`src/rtl/ddd_pkg.sv`:
```
// ddd_pkg: item types, calendar constants and month-length helpers
// for the date difference block; no dependencies
`default_nettype none
package ddd_pkg;

  localparam int DAY_W   = 5;
  localparam int MONTH_W = 4;
  localparam int YEAR_W  = 14;
  localparam int COUNT_W = 22;
  localparam int REM_W   = 9;

  localparam logic [YEAR_W-1:0] YEAR_MIN = 14'd1;
  localparam logic [YEAR_W-1:0] YEAR_MAX = 14'd9999;
  localparam logic [YEAR_W-1:0] CYCLE_YEARS = 14'd400;
  localparam logic [MONTH_W-1:0] MONTH_FEB = 4'd2;
  localparam logic [MONTH_W-1:0] MONTH_MAX = 4'd12;
  localparam logic [DAY_W-1:0] FEB_LEAP_LEN = 5'd29;
  localparam logic [COUNT_W-1:0] YEAR_LEN = 22'd365;

  localparam logic [DAY_W-1:0] MONTH_LEN [0:11] = '{
    5'd31, 5'd28, 5'd31, 5'd30, 5'd31, 5'd30,
    5'd31, 5'd31, 5'd30, 5'd31, 5'd30, 5'd31
  };

  typedef struct packed {
    logic [DAY_W-1:0]   start_day;
    logic [MONTH_W-1:0] start_month;
    logic [YEAR_W-1:0]  start_year;
    logic [DAY_W-1:0]   end_day;
    logic [MONTH_W-1:0] end_month;
    logic [YEAR_W-1:0]  end_year;
  } in_item_t;

  typedef struct packed {
    logic [COUNT_W-1:0] day_count;
    logic               bad_date;
  } out_item_t;

  // leap from the year's two low bits and its remainder mod 400
  function automatic logic is_leap(input logic [1:0] y_lo, input logic [REM_W-1:0] r400);
    logic century;
    century = (r400 == 9'd0) || (r400 == 9'd100) || (r400 == 9'd200) || (r400 == 9'd300);
    return (y_lo == 2'd0) && (!century || (r400 == 9'd0));
  endfunction

  // length of a month, 0 for a month out of range
  function automatic logic [DAY_W-1:0] month_len(input logic [MONTH_W-1:0] m,
                                                 input logic leap);
    logic [DAY_W-1:0] len;
    len = '0;
    if (m >= 4'd1 && m <= MONTH_MAX) begin
      len = MONTH_LEN[m - 4'd1];
      if (m == MONTH_FEB && leap) begin
        len = FEB_LEAP_LEN;
      end
    end
    return len;
  endfunction

endpackage
`default_nettype wire

```
`src/rtl/date_difference_in_days.sv`:
```
// date_difference_in_days: day count between two Gregorian dates
// one shared add/subtract unit under a small sequencer; uses ddd_pkg
// steps: years mod 400, date check, end day plus year lengths from start to end year,
// plus end-year months before end month, less start-year months before start month,
// less start day; a bad date or a start not earlier gives 0; one item at a time
// reset: synchronous, clears the sequencer and the output valid
`default_nettype none
module date_difference_in_days (
  input  wire logic              clk,
  input  wire logic              rst,
  input  wire logic              in_valid,
  output logic                   in_ready,
  input  wire ddd_pkg::in_item_t in_item,
  output logic                   out_valid,
  input  wire logic              out_ready,
  output ddd_pkg::out_item_t     out_item
);
  import ddd_pkg::*;

  localparam logic [3:0] S_IDLE   = 4'd0;
  localparam logic [3:0] S_MOD_S  = 4'd1;
  localparam logic [3:0] S_MOD_E  = 4'd2;
  localparam logic [3:0] S_CHECK  = 4'd3;
  localparam logic [3:0] S_YEARS  = 4'd4;
  localparam logic [3:0] S_MON_E  = 4'd5;
  localparam logic [3:0] S_MON_S  = 4'd6;
  localparam logic [3:0] S_DAYS   = 4'd7;
  localparam logic [3:0] S_FINISH = 4'd8;

  localparam logic [2:0] MOD_TOP = 3'd5;

  logic [3:0]         state;
  in_item_t           item;
  logic [YEAR_W-1:0]  rem;
  logic [REM_W-1:0]   r400_s;
  logic [REM_W-1:0]   r400_e;
  logic [REM_W-1:0]   r400_y;
  logic [YEAR_W-1:0]  year;
  logic [MONTH_W-1:0] month;
  logic [2:0]         shift;
  logic [COUNT_W-1:0] acc;
  logic               bad;

  logic [COUNT_W-1:0] op_a;
  logic [COUNT_W-1:0] op_b;
  logic               op_sub;
  logic [COUNT_W:0]   sum;
  logic               leap_s;
  logic               leap_e;
  logic               leap_y;
  logic               ok_s;
  logic               ok_e;
  logic               earlier;
  logic               out_load;

  assign leap_s = is_leap(item.start_year[1:0], r400_s);
  assign leap_e = is_leap(item.end_year[1:0], r400_e);
  assign leap_y = is_leap(year[1:0], r400_y);

  assign ok_s = (item.start_year >= YEAR_MIN) && (item.start_year <= YEAR_MAX) &&
                (item.start_day != '0) &&
                (item.start_day <= month_len(item.start_month, leap_s));
  assign ok_e = (item.end_year >= YEAR_MIN) && (item.end_year <= YEAR_MAX) &&
                (item.end_day != '0) &&
                (item.end_day <= month_len(item.end_month, leap_e));

  assign earlier = (item.start_year < item.end_year) ||
                   ((item.start_year == item.end_year) &&
                    ((item.start_month < item.end_month) ||
                     ((item.start_month == item.end_month) &&
                      (item.start_day < item.end_day))));

  // shared add/subtract unit
  always_comb begin
    op_a   = acc;
    op_b   = '0;
    op_sub = 1'b0;
    unique case (state)
      S_MOD_S, S_MOD_E: begin
        op_a   = {{(COUNT_W-YEAR_W){1'b0}}, rem};
        op_b   = {{(COUNT_W-YEAR_W){1'b0}}, CYCLE_YEARS << shift};
        op_sub = 1'b1;
      end
      S_YEARS: begin
        op_b = YEAR_LEN + {{(COUNT_W-1){1'b0}}, leap_y};
      end
      S_MON_E: begin
        op_b = {{(COUNT_W-DAY_W){1'b0}}, month_len(month, leap_e)};
      end
      S_MON_S: begin
        op_b   = {{(COUNT_W-DAY_W){1'b0}}, month_len(month, leap_s)};
        op_sub = 1'b1;
      end
      S_DAYS: begin
        op_b   = {{(COUNT_W-DAY_W){1'b0}}, item.start_day};
        op_sub = 1'b1;
      end
      default: begin
      end
    endcase
    sum = {1'b0, op_a} + {1'b0, (op_sub ? ~op_b : op_b)} + {{COUNT_W{1'b0}}, op_sub};
  end

  assign in_ready = (state == S_IDLE);
  assign out_load = (state == S_FINISH) && (!out_valid || out_ready);

  always_ff @(posedge clk) begin
    if (rst) begin
      state     <= S_IDLE;
      out_valid <= 1'b0;
    end else begin
      if (out_load) begin
        out_valid <= 1'b1;
      end else if (out_ready) begin
        out_valid <= 1'b0;
      end
      unique case (state)
        S_IDLE: begin
          if (in_valid) begin
            item  <= in_item;
            rem   <= in_item.start_year;
            shift <= MOD_TOP;
            state <= S_MOD_S;
          end
        end
        S_MOD_S, S_MOD_E: begin
          if (shift == 3'd0) begin
            if (state == S_MOD_S) begin
              r400_s <= sum[COUNT_W] ? sum[REM_W-1:0] : rem[REM_W-1:0];
              rem    <= item.end_year;
              shift  <= MOD_TOP;
              state  <= S_MOD_E;
            end else begin
              r400_e <= sum[COUNT_W] ? sum[REM_W-1:0] : rem[REM_W-1:0];
              state  <= S_CHECK;
            end
          end else begin
            if (sum[COUNT_W]) begin
              rem <= sum[YEAR_W-1:0];
            end
            shift <= shift - 3'd1;
          end
        end
        S_CHECK: begin
          bad    <= !(ok_s && ok_e);
          year   <= item.start_year;
          r400_y <= r400_s;
          month  <= 4'd1;
          if (ok_s && ok_e && earlier) begin
            acc   <= {{(COUNT_W-DAY_W){1'b0}}, item.end_day};
            state <= S_YEARS;
          end else begin
            acc   <= '0;
            state <= S_FINISH;
          end
        end
        S_YEARS: begin
          if (year == item.end_year) begin
            state <= S_MON_E;
          end else begin
            acc    <= sum[COUNT_W-1:0];
            year   <= year + 14'd1;
            r400_y <= (r400_y == 9'd399) ? '0 : r400_y + 9'd1;
          end
        end
        S_MON_E: begin
          if (month == item.end_month) begin
            month <= 4'd1;
            state <= S_MON_S;
          end else begin
            acc   <= sum[COUNT_W-1:0];
            month <= month + 4'd1;
          end
        end
        S_MON_S: begin
          if (month == item.start_month) begin
            state <= S_DAYS;
          end else begin
            acc   <= sum[COUNT_W-1:0];
            month <= month + 4'd1;
          end
        end
        S_DAYS: begin
          acc   <= sum[COUNT_W-1:0];
          state <= S_FINISH;
        end
        S_FINISH: begin
          if (out_load) begin
            out_item.day_count <= acc;
            out_item.bad_date  <= bad;
            state              <= S_IDLE;
          end
        end
        default: begin
          state <= S_IDLE;
        end
      endcase
    end
  end

endmodule
`default_nettype wire
```
`config.mk`:
```
export PLATFORM = sky130hd
export DESIGN_NAME = date_difference_in_days
export DESIGN_NICKNAME = d
export VERILOG_FILES = /design/src/rtl/ddd_pkg.sv /design/src/rtl/date_difference_in_days.sv
export SDC_FILE = /design/constraint.sdc
export NUM_CORES = 1
export LEC_CHECK = 0
export ABC_AREA = 1
export BUFFER_PORTS_ARGS = -buffer_cell sky130_fd_sc_hd__buf_2
export CAP_MARGIN = 15
export CORE_MARGIN = 1
export CORE_UTILIZATION = 61
export DETAILED_ROUTE_END_ITERATION = 8
export HOLD_SLACK_MARGIN = 0.12
export PLACE_DENSITY = 0.77
export SYNTH_ARGS = -nofsm -noshare
export SYNTH_HDL_FRONTEND = slang
export SYNTH_SLANG_ARGS = --single-unit
```
`constraint.sdc`:
```
create_clock -name clk -period 5.45 [get_ports clk]
set_clock_uncertainty 0.05 [all_clocks]
set_input_delay 0 -clock clk [delete_from_list [all_inputs] [get_ports clk]]
set_output_delay 0 -clock clk [all_outputs]
set_load 0.02 [all_outputs]
```
==> results_tabular.tex <==
\begin{tabular}{lr}
\hline
Metric & Value \\
\hline
\multicolumn{2}{l}{\textbf{STA}} \\
\quad Minimum hold slack & $\sim$140 ps \\
\quad Transition at the pin with the smallest max-transition slack & between 900 and 1000 ps \\
\quad Crit share post-route & 85.0\% \\
\quad Tmin final & between 4000 and 5000 ps \\
\quad Setup\_tns & 0 ps \\
\quad Final hold violations & 0 \\
\quad Number of max-slew violations in the final report & 0 \\
\quad Unrepaired setup endpoints after global routing & no \\
\quad Worst-case headroom to the max-slew limit & 32.4\% \\
\quad FMAX & around 220 MHz \\
\quad Setup violation total in the final timing report & 0 \\
\multicolumn{2}{l}{\textbf{Route}} \\
\quad Number of nets with antenna violations after routing & 0 \\
\quad DR pass1 iterations & 6 \\
\quad First DRT Iteration DRCs & between 800 and 900 \\
\quad Drt drc & 0 \\
\quad Detail-routed net length per standard cell & around 17 µm \\
\quad Count of vias placed by the detailed router & between 8000 and 9000 \\
\quad Average vias per placed instance & about 5.7 \\
\quad Wirelength, routed & approximately 25000 µm \\
\multicolumn{2}{l}{\textbf{Finish}} \\
\quad Synthesis-to-finish area growth & 17.6\% \\
\quad Total of fill cells in the finished design & around 1200 \\
\quad Nets & roughly 1300 \\
\quad Number of antenna repair diodes & 0 \\
\quad Most common library cell in the layout ignoring fill and taps & nand2\_1 \\
\quad Utilization of the core after routing & 74.3\% \\
\quad Share of layout cells above drive strength 1 & between 10\% and 20\% \\
\quad Commonest non-fill, non-tap cells in the layout & nand2\_1 (242), inv\_1 (163), edfxtp\_1 (154) \\
\quad Sequential cell area in the final layout & approximately 0.0047 mm² \\
\quad Non-filler instance count after layout & 1455 \\
\quad Multi-input gate area in the final layout & 0.00432 mm² \\
\multicolumn{2}{l}{\textbf{Setup path}} \\
\quad Critical path's slowest cell & nor2\_2 \\
\quad Element type at the critical path end & flip-flop \\
\quad Reg2reg end & rem[4]\$\_DFFE\_PP\_ \\
\quad Worst setup slack for register-to-register paths & about 800 ps \\
\quad Maximum fanout along the worst path & 19 \\
\quad WP data arrival & about 4700 ps \\
\quad Slowest Stage Delay on Critical Path & roughly 470 ps \\
\quad Reg2Reg Depth & 22 \\
\quad Setup CP Type & reg -> reg \\
\quad CP dominant cell by count & inv\_1 \\
\quad Critical Path RT & roughly 5500 ps \\
\quad Worst path cell trace & inv\_1, nor2\_2, inv\_2, nor2\_1, inv\_1, nor2\_1, nor2\_1, nand2\_1, a21oi\_1, o21ai\_0, inv\_1, ha\_1, inv\_1, nor3\_1, nand2\_1, o311ai\_2, nand3\_1, nand2\_2, a21boi\_4, nand2\_1, nand2\_1, inv\_1 \\
\quad Worst R2R Start & state[2]\$\_SDFFE\_PP0P\_ \\
\quad CP Launch Type & flip-flop \\
\multicolumn{2}{l}{\textbf{Floorplanning}} \\
\quad Core Area & $\sim$0.015 mm² \\
\quad Number of placement rows & between 40 and 50 \\
\quad Die outline area & 0.0165 mm² \\
\quad Horizontal die dimension & 128 µm \\
\quad Initial Util & 63.2\% \\
\quad Top-Level Pins & between 70 and 80 \\
\quad Die outline height & between 100 and 150 µm \\
\multicolumn{2}{l}{\textbf{Global routing}} \\
\quad Pin count of the biggest net entering global routing & 47 \\
\quad Vias in the first global route & a little under 8000 \\
\quad Number of antenna violations at the first check in global routing & 0 \\
\quad Global Route Usage Sum & between 30\% and 40\% \\
\quad Global-route wire length before repair & between 30000 and 40000 µm \\
\quad Leftover overflow at the end of global routing & 0 \\
\multicolumn{2}{l}{\textbf{Clocking}} \\
\quad Clock H-tree levels & 4 \\
\quad Buffers from clock root to sink, at most & 2 \\
\quad CTS buffer count & 17 \\
\quad Post-CTS clock slew at the launch and capture registers of the worst setup and hold paths & approximately 70 ps \\
\quad Number of clock sinks seen by CTS & approximately 160 \\
\quad Clk Tree Root Cell & clkbuf\_16 \\
\quad Clock tree from TritonCTS & built \\
\quad Skew-Pair Late Insertion Delay & 440 ps \\
\quad Number of buffers added for setup after CTS & 0 \\
\multicolumn{2}{l}{\textbf{Placement}} \\
\quad RePlAce Congestion & between 0.9 and 1 \\
\quad HPWL reported at the end of detailed placement & roughly 18000 µm \\
\quad Number of instances in the placed design & $\sim$1400 \\
\quad Count of input and output buffers & 74 \\
\multicolumn{2}{l}{\textbf{Run status}} \\
\quad Result of the run & complete, no violations \\
\multicolumn{2}{l}{\textbf{Logic synthesis}} \\
\quad Ys flop type & edfxtp\_1 \\
\quad Mapped Nets & $\sim$1200 \\
\quad Number of synthesized flops with an enable pin & 154 \\
\quad Register bit count reported by yosys & around 160 \\
\quad Unique masters post-synth & 53 \\
\quad Warnings from Yosys & 0 \\
\quad FFs w/ async S/R, synth & 0\% \\
\quad Summed instance area of the synthesized netlist & a little under 0.01 mm² \\
\quad Post-Syn Area per Cell & slightly below 9 µm² \\
\quad Cells after Synth & between 1000 and 1500 \\
\quad Share of the yosys chip area belonging to registers & about half \\
\multicolumn{2}{l}{\textbf{Worst hold path}} \\
\quad Worst Min Path Start & in\_valid \\
\quad Min-Delay Path Depth & 3 \\
\quad Tightest Hold Check Type & in -> reg \\
\quad Hold path endpoint & shift[2]\$\_SDFFCE\_PN1P\_ \\
\multicolumn{2}{l}{\textbf{Pwr}} \\
\quad Post-route total power & between 6 and 7 mW \\
\quad Power Density & between 500 and 600 mW/mm² \\
\quad Lkg Pwr & 5.07 nW \\
\quad Peak supply drop & 0.000390 V \\
\multicolumn{2}{l}{\textbf{Run}} \\
\quad Reported max-cap violation count & 0 \\
\hline
\end{tabular}
==> cell families (layout without fill, tap and decap cells) <==
family / count (synthesis) / in the layout / synth area share, %
muxes: 1 / 1 / 0.103
adders and majority gates: 67 / 67 / 8.67
buffers and inverters: 188 / 331 / 7.43
and+or+nand+nor: 447 / 447 / 19.4
AOI/OAI and AO/OA: 203 / 203 / 12.7
xor gates and xnor gates: 36 / 36 / 3.23
DFF: 159 / 159 / 48.5
==> registers in the layout, indices dropped and copies added, names as in the netlist <==
| name | count |
|---|---|
| out_item | 23 |
| acc | 22 |
| r400_s | 9 |
| year | 14 |
| rem | 14 |
| state | 4 |
| bad | 1 |
| r400_e | 9 |
| item | 46 |
| out_valid | 1 |
| r400_y | 9 |
| shift | 3 |
| month | 4 |
==> worst max path at each step <==
stage,slack [ps],start,cells after the start,endpoint
final,820,state[2]$_SDFFE_PP0P_,22,rem[4]$_DFFE_PP_
after global routing,310,state[2]$_SDFFE_PP0P_,22,rem[4]$_DFFE_PP_
after CTS,880,month[0]$_DFFE_PP_,22,rem[4]$_DFFE_PP_
after detailed placement,970,state[1]$_SDFFE_PP0P_,19,rem[6]$_DFFE_PP_
after global placement,1030,state[1]$_SDFFE_PP0P_,20,rem[1]$_DFFE_PP_
after floorplan,1600,month[0]$_DFFE_PP_,23,rem[0]$_DFFE_PP_
==> where the power goes <==
group / leakage (nW) / switching (mW) / internal [mW]
Sequential: 1.45 / 0.118 / 1.64
Combinational: 3.34 / 2.35 / 1.08
Clock: 0.280 / 0.553 / 0.652
Total: 5.07 / 3.02 / 3.37
==> per-stage QoR <==
step / area [µm²] / worst slack (ps)
after CTS: 11500 / 881
final: 11500 / 820
after floorplan: 9750 / 1600
after global placement: 10400 / 1030
after detailed placement: 10400 / 967
after global routing: 11500 / 314
==> metal layers <==
| layer | vias up | GRT usage (%) | part of all wire (%) |
|---|---|---|---|
| met1 | 3827 | 41.6 | 42 |
| met5 | - | 0 | 0 |
| met3 | 68 | 4.99 | 7.1 |
| met4 | 0 | 16.9 | 3.7 |
| li1 | 4030 | - | - |
| met2 | 377 | 53.1 | 47 |
==> cells in the mapped netlist (all sizes together), types with 6 or more instances <==
| master | n | area share (%) |
|---|---|---|
| clkbuf | 13 | 0.50 |
| o221ai | 12 | 1.1 |
| or2 | 6 | 0.39 |
| nor3 | 18 | 1.0 |
| buf | 7 | 0.46 |
| xor2 | 18 | 1.6 |
| nand3 | 54 | 2.8 |
| edfxtp | 154 | 47 |
| a21oi | 64 | 3.3 |
| nand2 | 246 | 9.6 |
| nor2 | 97 | 3.8 |
| o21ai | 72 | 3.8 |
| o211ai | 7 | 0.54 |
| o31ai | 9 | 0.69 |
| ha | 66 | 8.5 |
| inv | 167 | 6.4 |
| nand4 | 16 | 1.0 |
| o22ai | 9 | 0.58 |
| xnor2 | 18 | 1.6 |
==> worst max-delay path, delay by kind of cell (launching register included) <==
family                   cells  cell delay [ps]
flip-flops                   1              360
adder cells (fa/ha/maj)      1              320
AND/OR/NAND/NOR             11             1880
AO/OA/AOI/OAI                4              640
buffers and inverters        6             1030
==> timing repair <==
item	in CTS	in global routing
resized for setup	0	0
hold endpoints to repair	79	0
hold buffers	49	0
==> area by class of cell <==
type	instances	area share (%)
flip-flops and latches	159	41.2
clock inverters	15	1.55
clock buffers	17	3.71
inverters	168	5.50
repair buffers	131	8.03
well taps	211	2.30
multi-input cells	754	37.7
No activity file was read; power rests on OpenSTA's default activity.
